--- config.mk ---
export PLATFORM = sky130hd
export DESIGN_NAME = playfair_digraph_cipher_top
export DESIGN_NICKNAME = d
export VERILOG_FILES = /design/src/hw/rtl/pfc_pkg.sv /design/src/hw/rtl/pfc_lane.sv /design/src/hw/rtl/pfc_merge.sv /design/src/hw/rtl/playfair_digraph_cipher_top.sv
export VERILOG_INCLUDE_DIRS = /design/src /design/src/hw/rtl
export SDC_FILE = /design/constraint.sdc
export NUM_CORES = 1
export LEC_CHECK = 0
export BUFFER_PORTS_ARGS = -buffer_cell sky130_fd_sc_hd__buf_4
export CAP_MARGIN = 5
export CORE_AREA = 2 2 223 181
export DETAILED_ROUTE_END_ITERATION = 10
export DIE_AREA = 0 0 225 183
export GPL_TIMING_DRIVEN = 0
export PLACE_DENSITY = 0.87
export SLEW_MARGIN = 20
export SYNTH_ARGS = -nofsm -noshare
export SYNTH_HDL_FRONTEND = slang
export SYNTH_HIERARCHICAL = 1
export SYNTH_SLANG_ARGS = --single-unit
--- constraint.sdc ---
create_clock -name clk -period 6 [get_ports clk]
set_clock_uncertainty 0.1 [all_clocks]
set_input_delay 0.6 -clock clk [delete_from_list [all_inputs] [get_ports clk]]
set_output_delay 0.6 -clock clk [all_outputs]
set_load 0.03 [all_outputs]
--- src/hw/rtl/playfair_digraph_cipher_top_macros.svh ---
// Assertion macros shared by the Playfair cipher RTL.
// Used by files that hold concurrent assertions; needs a clk and rst_n in scope.
`ifndef PLAYFAIR_DIGRAPH_CIPHER_TOP_MACROS_SVH
`define PLAYFAIR_DIGRAPH_CIPHER_TOP_MACROS_SVH

// Consequent must hold in the same cycle as the antecedent.
`define PFC_CHECK_NOW(label, ante, cons, msg) \
  label: assert property (@(posedge clk) disable iff (!rst_n) (ante) |-> (cons)) \
    else $error(msg);

// Consequent must hold in the cycle after the antecedent.
`define PFC_CHECK_NEXT(label, ante, cons, msg) \
  label: assert property (@(posedge clk) disable iff (!rst_n) (ante) |=> (cons)) \
    else $error(msg);

`endif

--- src/hw/rtl/pfc_pkg.sv ---
// Package for the Playfair digraph cipher: payload structs, command codes,
// letter constants and small helper functions. No dependencies.
`default_nettype none

package pfc_pkg;

  // Command codes.
  localparam logic [1:0] CMD_CLEAR    = 2'd0;
  localparam logic [1:0] CMD_KEY      = 2'd1;
  localparam logic [1:0] CMD_FINALIZE = 2'd2;
  localparam logic [1:0] CMD_ENCRYPT  = 2'd3;

  // Letter codes and square geometry.
  localparam logic [4:0] LETTER_I = 5'd8;
  localparam logic [4:0] LETTER_J = 5'd9;
  localparam logic [4:0] LETTER_X = 5'd23;
  localparam logic [4:0] LETTER_Z = 5'd25;
  localparam logic [4:0] LETTERS  = 5'd26;
  localparam logic [4:0] CELLS    = 5'd25;
  localparam logic [2:0] SIDE_MAX = 3'd4;
  localparam int unsigned NUM_LETTERS = 26;
  localparam int unsigned NUM_CELLS   = 25;

  // Seen set after reset or clear: J always counts as used.
  localparam logic [25:0] SEEN_INIT = 26'(1) << LETTER_J;

  typedef struct packed {
    logic [1:0] command;
    logic [4:0] letter_a;
    logic [4:0] letter_b;
    logic       has_second;
  } in_t;

  typedef struct packed {
    logic [4:0] cipher_first;
    logic [4:0] cipher_second;
    logic       not_ready;
  } out_t;

  // Position of a letter in the square, kept as row and column.
  typedef struct packed {
    logic [2:0] row;
    logic [2:0] col;
  } pos_t;

  // Append command broadcast to every lane's stores.
  typedef struct packed {
    logic       we;
    logic [4:0] cell_addr;
    logic [4:0] letter;
    pos_t       pos;
  } pfc_wr_t;

  // Saturate a plaintext letter to Z and fold J onto I.
  function automatic logic [4:0] plain_letter(input logic [4:0] v);
    logic [4:0] c;
    c = (v > LETTER_Z) ? LETTER_Z : v;
    return (c == LETTER_J) ? LETTER_I : c;
  endfunction

  // Row-major cell index: row * 5 + col.
  function automatic logic [4:0] cell_index(input logic [2:0] row, input logic [2:0] col);
    return {row[2:0], 2'b00} + 5'(row) + 5'(col);
  endfunction

  // Step one place along a row or column of the square, wrapping.
  function automatic logic [2:0] wrap_inc(input logic [2:0] v);
    return (v == SIDE_MAX) ? 3'd0 : v + 3'd1;
  endfunction

endpackage

`default_nettype wire

--- src/hw/rtl/pfc_lane.sv ---
// One lookup lane: a copy of the letter-position store and the cell store,
// each with a registered read port. Depends on pfc_pkg.
`default_nettype none

module pfc_lane (
  input  wire logic            clk,
  input  wire pfc_pkg::pfc_wr_t wr,
  input  wire logic            pos_rd_en,
  input  wire logic [4:0]      pos_rd_addr,
  output pfc_pkg::pos_t        pos_q,
  input  wire logic            cell_rd_en,
  input  wire logic [4:0]      cell_rd_addr,
  output logic [4:0]           cell_q
);

  pfc_pkg::pos_t pos_mem  [pfc_pkg::NUM_LETTERS];
  logic [4:0]    cell_mem [pfc_pkg::NUM_CELLS];
  pfc_pkg::pos_t pos_q_r;
  logic [4:0]    cell_q_r;

  // Both stores take the same append: letter into its cell, cell into the letter's slot.
  always_ff @(posedge clk) begin
    if (wr.we) begin
      cell_mem[wr.cell_addr] <= wr.letter;
      pos_mem[wr.letter]     <= wr.pos;
    end
  end

  // Registered reads; data holds until the next enabled read.
  always_ff @(posedge clk) begin
    if (pos_rd_en) begin
      pos_q_r <= pos_mem[pos_rd_addr];
    end
    if (cell_rd_en) begin
      cell_q_r <= cell_mem[cell_rd_addr];
    end
  end

  assign pos_q  = pos_q_r;
  assign cell_q = cell_q_r;

endmodule

`default_nettype wire

--- src/hw/rtl/pfc_merge.sv ---
// Merge stage: combines the two lanes' letter positions and picks the
// ciphertext cells by the row, column and rectangle rules. Depends on pfc_pkg.
`default_nettype none

module pfc_merge (
  input  wire pfc_pkg::pos_t pos_a,
  input  wire pfc_pkg::pos_t pos_b,
  output logic [4:0]         cell_a,
  output logic [4:0]         cell_b
);

  logic [2:0] row_a;
  logic [2:0] col_a;
  logic [2:0] row_b;
  logic [2:0] col_b;

  // Same row shifts right, same column shifts down, otherwise swap corners.
  always_comb begin
    if (pos_a.row == pos_b.row) begin
      row_a = pos_a.row;
      col_a = pfc_pkg::wrap_inc(pos_a.col);
      row_b = pos_b.row;
      col_b = pfc_pkg::wrap_inc(pos_b.col);
    end else if (pos_a.col == pos_b.col) begin
      row_a = pfc_pkg::wrap_inc(pos_a.row);
      col_a = pos_a.col;
      row_b = pfc_pkg::wrap_inc(pos_b.row);
      col_b = pos_b.col;
    end else begin
      row_a = pos_a.row;
      col_a = pos_b.col;
      row_b = pos_b.row;
      col_b = pos_a.col;
    end
  end

  assign cell_a = pfc_pkg::cell_index(row_a, col_a);
  assign cell_b = pfc_pkg::cell_index(row_b, col_b);

endmodule

`default_nettype wire

--- src/hw/rtl/playfair_digraph_cipher_top.sv ---
// Top level of the Playfair digraph cipher: command sequencer, square fill
// logic, two lookup lanes and the merge stage. Depends on pfc_pkg, pfc_lane,
// pfc_merge and the assertion macro header.
//
//  Channel | Ports                        | Moves
//  --------+------------------------------+-------------------------------------
//  input   | in_valid, in_ready, in_data  | one command transaction (pfc_pkg::in_t)
//  output  | out_valid, out_ready, out_data | one cipher pair (pfc_pkg::out_t)
//
// Clear and key letter are handled in the accepting cycle. In an encrypt the lanes first read the
// letter positions, then the merged cell addresses are read into the output register.
// Finalize: after the accepting cycle, it sweeps one letter a cycle through all 26 letters.
// Reset is synchronous, active low, and clears the control state only.
// A result waiting on out_ready does not block the next input transaction;
// a second encrypt holds in its cell-read step until the output register frees.
`default_nettype none

`include "playfair_digraph_cipher_top_macros.svh"

module playfair_digraph_cipher_top (
  input  wire logic          clk,
  input  wire logic          rst_n,
  input  wire logic          in_valid,
  output logic               in_ready,
  input  wire pfc_pkg::in_t  in_data,
  output logic               out_valid,
  input  wire logic          out_ready,
  output pfc_pkg::out_t      out_data
);

  localparam logic [1:0] ST_IDLE = 2'd0;
  localparam logic [1:0] ST_CELL = 2'd1;
  localparam logic [1:0] ST_FIN  = 2'd2;

  logic [1:0]  state_r, state_nxt;
  logic        ready_r, ready_nxt;
  logic [25:0] seen_r, seen_nxt;
  logic [4:0]  fill_cnt_r, fill_cnt_nxt;
  logic [2:0]  fill_row_r, fill_row_nxt;
  logic [2:0]  fill_col_r, fill_col_nxt;
  logic [4:0]  fin_ltr_r, fin_ltr_nxt;
  logic        nr_r, nr_nxt;
  logic        out_valid_r, out_valid_nxt;
  logic        out_nr_r, out_nr_nxt;

  logic             in_fire;
  logic             slot_free;
  logic [4:0]       let_a;
  logic [4:0]       let_b_raw;
  logic [4:0]       let_b;
  logic             key_ok;
  logic             fin_ok;
  logic             app_en;
  logic [4:0]       app_ltr;
  pfc_pkg::pfc_wr_t wr;
  logic             pos_rd_en;
  logic             cell_rd_en;
  pfc_pkg::pos_t    pos_a;
  pfc_pkg::pos_t    pos_b;
  logic [4:0]       cell_addr_a;
  logic [4:0]       cell_addr_b;
  logic [4:0]       cell_q_a;
  logic [4:0]       cell_q_b;

  // Handshake.
  assign in_ready  = (state_r == ST_IDLE);
  assign in_fire   = in_valid && in_ready;
  assign slot_free = !out_valid_r || out_ready;

  // Plaintext letters: fold J, pad a missing or repeated second letter with X.
  assign let_a     = pfc_pkg::plain_letter(in_data.letter_a);
  assign let_b_raw = in_data.has_second ? pfc_pkg::plain_letter(in_data.letter_b)
                                        : pfc_pkg::LETTER_X;
  assign let_b     = (let_b_raw == let_a) ? pfc_pkg::LETTER_X : let_b_raw;

  // Append port: a key letter from the input or the finalize sweep letter.
  assign key_ok  = in_fire && (in_data.command == pfc_pkg::CMD_KEY) &&
                   (in_data.letter_a < pfc_pkg::LETTERS) && !ready_r &&
                   !seen_r[in_data.letter_a] && (fill_cnt_r < pfc_pkg::CELLS);
  assign fin_ok  = (state_r == ST_FIN) && !seen_r[fin_ltr_r] &&
                   (fill_cnt_r < pfc_pkg::CELLS);
  assign app_en  = key_ok || fin_ok;
  assign app_ltr = (state_r == ST_FIN) ? fin_ltr_r : in_data.letter_a;

  always_comb begin
    wr.we        = app_en;
    wr.cell_addr = fill_cnt_r;
    wr.letter    = app_ltr;
    wr.pos.row   = fill_row_r;
    wr.pos.col   = fill_col_r;
  end

  assign pos_rd_en  = in_fire && (in_data.command == pfc_pkg::CMD_ENCRYPT);
  assign cell_rd_en = (state_r == ST_CELL) && slot_free;

  // Lookup lanes, one per letter of the pair.
  pfc_lane u_lane_a (
    .clk          (clk),
    .wr           (wr),
    .pos_rd_en    (pos_rd_en),
    .pos_rd_addr  (let_a),
    .pos_q        (pos_a),
    .cell_rd_en   (cell_rd_en),
    .cell_rd_addr (cell_addr_a),
    .cell_q       (cell_q_a)
  );

  pfc_lane u_lane_b (
    .clk          (clk),
    .wr           (wr),
    .pos_rd_en    (pos_rd_en),
    .pos_rd_addr  (let_b),
    .pos_q        (pos_b),
    .cell_rd_en   (cell_rd_en),
    .cell_rd_addr (cell_addr_b),
    .cell_q       (cell_q_b)
  );

  pfc_merge u_merge (
    .pos_a  (pos_a),
    .pos_b  (pos_b),
    .cell_a (cell_addr_a),
    .cell_b (cell_addr_b)
  );

  // Sequencer and square bookkeeping.
  always_comb begin
    state_nxt     = state_r;
    ready_nxt     = ready_r;
    seen_nxt      = seen_r;
    fill_cnt_nxt  = fill_cnt_r;
    fill_row_nxt  = fill_row_r;
    fill_col_nxt  = fill_col_r;
    fin_ltr_nxt   = fin_ltr_r;
    nr_nxt        = nr_r;
    out_valid_nxt = out_valid_r;
    out_nr_nxt    = out_nr_r;

    if (out_valid_r && out_ready) begin
      out_valid_nxt = 1'b0;
    end

    // Advance the fill pointer on every append.
    if (app_en) begin
      seen_nxt[app_ltr] = 1'b1;
      fill_cnt_nxt      = fill_cnt_r + 5'd1;
      if (fill_col_r == pfc_pkg::SIDE_MAX) begin
        fill_col_nxt = 3'd0;
        fill_row_nxt = fill_row_r + 3'd1;
      end else begin
        fill_col_nxt = fill_col_r + 3'd1;
      end
    end

    unique case (state_r)
      ST_IDLE: begin
        if (in_fire) begin
          unique case (in_data.command)
            pfc_pkg::CMD_CLEAR: begin
              seen_nxt     = pfc_pkg::SEEN_INIT;
              fill_cnt_nxt = 5'd0;
              fill_row_nxt = 3'd0;
              fill_col_nxt = 3'd0;
              ready_nxt    = 1'b0;
            end
            pfc_pkg::CMD_KEY: begin
            end
            pfc_pkg::CMD_FINALIZE: begin
              fin_ltr_nxt = 5'd0;
              state_nxt   = ST_FIN;
            end
            pfc_pkg::CMD_ENCRYPT: begin
              nr_nxt    = !ready_r;
              state_nxt = ST_CELL;
            end
            default: begin
            end
          endcase
        end
      end
      ST_CELL: begin
        if (slot_free) begin
          out_valid_nxt = 1'b1;
          out_nr_nxt    = nr_r;
          state_nxt     = ST_IDLE;
        end
      end
      ST_FIN: begin
        fin_ltr_nxt = fin_ltr_r + 5'd1;
        if (fin_ltr_r == pfc_pkg::LETTER_Z) begin
          ready_nxt = 1'b1;
          state_nxt = ST_IDLE;
        end
      end
      default: begin
        state_nxt = ST_IDLE;
      end
    endcase
  end

  always_ff @(posedge clk) begin
    if (!rst_n) begin
      state_r     <= ST_IDLE;
      ready_r     <= 1'b0;
      seen_r      <= pfc_pkg::SEEN_INIT;
      fill_cnt_r  <= 5'd0;
      fill_row_r  <= 3'd0;
      fill_col_r  <= 3'd0;
      fin_ltr_r   <= 5'd0;
      nr_r        <= 1'b0;
      out_valid_r <= 1'b0;
      out_nr_r    <= 1'b0;
    end else begin
      state_r     <= state_nxt;
      ready_r     <= ready_nxt;
      seen_r      <= seen_nxt;
      fill_cnt_r  <= fill_cnt_nxt;
      fill_row_r  <= fill_row_nxt;
      fill_col_r  <= fill_col_nxt;
      fin_ltr_r   <= fin_ltr_nxt;
      nr_r        <= nr_nxt;
      out_valid_r <= out_valid_nxt;
      out_nr_r    <= out_nr_nxt;
    end
  end

  // Result: the lanes' cell registers form the output payload.
  assign out_valid              = out_valid_r;
  assign out_data.cipher_first  = out_nr_r ? 5'd0 : cell_q_a;
  assign out_data.cipher_second = out_nr_r ? 5'd0 : cell_q_b;
  assign out_data.not_ready     = out_nr_r;

  // The fill count never runs past the square.
  `PFC_CHECK_NOW(fill_in_range, 1'b1, fill_cnt_r <= pfc_pkg::CELLS, "fill count past 25")
  // The row and column pointer tracks the fill count.
  `PFC_CHECK_NOW(fill_pos_match, 1'b1,
    pfc_pkg::cell_index(fill_row_r, fill_col_r) == fill_cnt_r, "fill row/col out of step")
  // A finished square is completely filled.
  `PFC_CHECK_NOW(ready_means_full, ready_r, fill_cnt_r == pfc_pkg::CELLS,
    "square ready but not full")
  // A real cipher pair is only produced from a ready square.
  `PFC_CHECK_NOW(cipher_needs_square, (state_r == ST_CELL) && !nr_r, ready_r,
    "cipher lookup without a ready square")
  // Finalize always ends with the square ready.
  `PFC_CHECK_NEXT(finalize_sets_ready, (state_r == ST_FIN) &&
    (fin_ltr_r == pfc_pkg::LETTER_Z), ready_r && (state_r == ST_IDLE),
    "finalize did not complete")

endmodule

`default_nettype wire
==> run metrics <==
status=complete, no violations; DR iter-0 viols=2445; hold buffer count at CTS=0; Max Cap Viol=0; count of nets after finishing=~1800; Yosys warning count=6; startpoint of the worst setup timing path=u_lane_a/pos_q[4]; mean area per synthesized cell=15.9 um^2; DRT Wirelength=~62000 um; GRT met2 Usage=0.492; Static Leak=10.1 nW; vias per cell=approximately 7; worst vdd rail ir drop=around 0.00028 V; unrepaired setup endpoints after global routing=false; number of cells in the design after placement=2238; share of async-settable or async-resettable flops after synthesis=0; data required time of the worst path=~6200 ps; first-pass GRT wire length=~95000 um; combinational family with the most area after synthesis=multiplexers; gate count after technology mapping=between 1500 and 2000; area share of fa/ha/maj cells after synthesis=0.0141; buffer depth of the longest clock path=3; CTS tree=built; fraction of the yosys area taken by sequential cells=0.684; total power per unit cell area=324 mW/mm^2; die boundary height=183 um; FF-to-FF path depth=15; GRT Resource Usage Total=0.306; total half-perimeter wirelength after legalization and detailed placement=38500 um; post-detailed-route count of antenna-violating nets=0; routed via count=16417; post-synthesis compound-gate area fraction=0.0548; critical path endpoint=u_lane_a/cell_q[3]; port bufs=29; WL/cell=between 20 and 30 um; clock sink total=632; slew at the pin with the worst max-slew slack=1130 ps; worst hold margin=193 ps; maximum number of pins on one net before global-route repair=68; effective utilization at floorplan=0.694; Crit Reg-Reg Startpoint=u_lane_a/pos_q[4]; hold violation count in the final report=0; count of flip-flops with a built-in enable after synthesis=584; Die Wd=approximately 230 um; final routed DRC violation total=0; fin crit share=0.824; final setup violation count=0; last weighted congestion value of the routability-driven placer=just under 1; most instantiated flip-flop cell in the synthesis netlist=edfxtp_1; nature of the critical path endpoint=register; Unique masters post-synth=75; Worst Hold Class=primary input to register; Worst setup SP type=register; max frequency=slightly above 200 MHz; flop and latch count out of synthesis=between 600 and 700; number of post-CTS setup repair buffers=0; Max Fanout on Critical Path=10; vias in the first global route=~16000; clock latency at the later pin of the worst-skew pair=610 ps; number of cells upsized or downsized after cts=0; clock transition at the registers of the reported paths=70 ps; Layout area overhead=10.9%; clock root buffer=clkbuf_16; number of diodes=0; overall die area=roughly 0.041 mm^2; critical path class=register to register; Post-Syn Nets=between 1500 and 2000; Most Used Layer, Global Route=met2; remaining global-route overflow=0; mapped cell area=roughly 0.027 mm^2; number of antenna violations at the first check in global routing=0; Total Negative Setup Slacks=0 ps; count of non-filler cells in the finished layout=2341; met3 routing resource usage after global routing=0.0606; post-layout minimum cycle time=4950 ps; H-Tree Depth=2; reg2reg end=u_lane_a/cell_q[3]; Pins Over Slew Limit=0; routing usage on met1=0.428; fraction of layout cells with a size suffix above 1=0.148; site row count=between 60 and 70; number of buffers created by CTS=between 50 and 60; number of filler cells placed in the layout=2044; simple logic cell fraction of the synthesized area=0.0860; setup slack, reg-to-reg=around 1100 ps; number of top-level design ports=30; hold-critical path depth=3; area of the core region=between 0.03 and 0.04 mm^2; Arrival @ worst endpoint=slightly above 5000 ps; mux contribution to synthesized area=0.135; drt first pass iters=9; Synth Area in XOR/XNOR=0.00486; slew margin rel.=0.239
sequential cells by signal, summed over array words and instances (netlist names), 2 cells and up:
signal             count
u_lane_b/cell_q        5
fill_row_r             3
u_lane_b/cell_mem    125
state_r                2
u_lane_a/pos_q         6
u_lane_b/pos_mem     156
fill_cnt_r             5
u_lane_a/cell_mem    125
seen_r                26
u_lane_a/pos_mem     156
fill_col_r             3
u_lane_b/pos_q         6
u_lane_a/cell_q        5
fin_ltr_r              5
cell usage after synthesis, types with 13 or more instances:
master    number  area share
edfxtp_1     584        0.65
inv_1         37      0.0051
ha_1          24       0.011
nand2_1       86       0.012
nand3_1       71       0.013
nand4_1       21      0.0049
mux2i_1      172       0.064
nand3b_1      22      0.0061
a21oi_1       21      0.0039
nor2_1       151       0.021
o21ai_0       16      0.0030
mux4_2        33       0.027
nand2b_1      13      0.0030
buf_2         34      0.0063
mux2_2        17      0.0071
a31oi_1       14      0.0032
nor2b_1       35      0.0081
mux4_1        38       0.037
clkbuf_1      31      0.0043
a22oi_1       54       0.015
xor2_1        13      0.0042
a32o_1        25      0.0093
dfxtp_1       48       0.036
worst max-delay path, stage by stage (launching register included):
cell and delay [ps]:
edfxtp_1 440, xor2_1 230, nor3_2 120, nor4_4 610, mux2i_1 360, fa_1 460
inv_1 100, ha_1 240, a21o_1 180, a21oi_1 160, xor2_1 250, clkbuf_1 390
nor2b_1 480, a22oi_1 200, nand3_1 200, nand4_1 130
cell type report:
class,count,area (um^2),area share
well taps,502,628,0.0209
plain buffers,83,422,0.0141
clock inverters,42,415,0.0139
repair buffers,37,393,0.0131
clock buffers,61,1480,0.0495
multi-input cells,947,8000,0.267
flip-flops and latches,632,18500,0.617
inverters,37,141,0.00472
how the worst min path moves through the flow:
stage               startpoint   endpoint
finish               out_ready  out_valid
global route         out_ready  out_valid
CTS                  out_ready  out_valid
detailed placement        nr_r   out_nr_r
global placement          nr_r   out_nr_r
floorplan                 nr_r   out_nr_r
layer usage:
| layer | up-vias | routed length [um] |
|---|---|---|
| met2 | 1205 | 29800 |
| met3 | 219 | 6730 |
| met5 | - | 0 |
| li1 | 6886 | - |
| met4 | 0 | 2140 |
| met1 | 8107 | 23400 |
through the flow:
stage / setup slack [ps] / power, mW / cell area [um^2] / utilization
after floorplan: 1970 / 5.74 / 27000 / -
after global placement: 1320 / 6.03 / 27900 / 0.716
after detailed placement: 1220 / 6.08 / 28100 / 0.721
after CTS: 1160 / 9.72 / 30000 / 0.769
after global routing: 851 / 9.97 / 30000 / 0.770
final: 1050 / 9.72 / 30000 / 0.770
cells by family after synthesis:
| kind of cell | Yosys count |
|---|---|
| DFF | 632 |
| and+or+nand+nor | 455 |
| muxes | 260 |
| AOI/OAI and AO/OA | 189 |
| buffers and inverters | 120 |
| adders and majority gates | 28 |
| xor gates and xnor gates | 15 |
placed cells by master, fill, tap and decap left out, types with 11 or more instances in the layout:
cell type	count
clkbuf_16	59
xor2_1	13
nor2b_1	35
nand2_1	84
nor2_1	149
a22oi_1	54
clkinv_1	14
mux4_1	38
clkinv_2	12
buf_2	34
edfxtp_1	584
nand3_1	71
o21ai_0	16
o211ai_2	11
mux2_2	17
nand3b_1	22
a31oi_1	14
nand4_1	21
nand2b_1	13
mux4_2	33
a32o_1	25
ha_1	24
dfxtp_1	42
inv_1	34
clkbuf_1	33
or3b_2	11
buf_4	33
mux2i_1	172
a21oi_1	21
report_power, final:
group	switching [mW]	total [mW]	internal (mW)
sequential	0.0204	4.86	4.84
combinational	0.742	1.18	0.433
clock	1.56	3.69	2.12
Power figures use the tool's default switching activity.
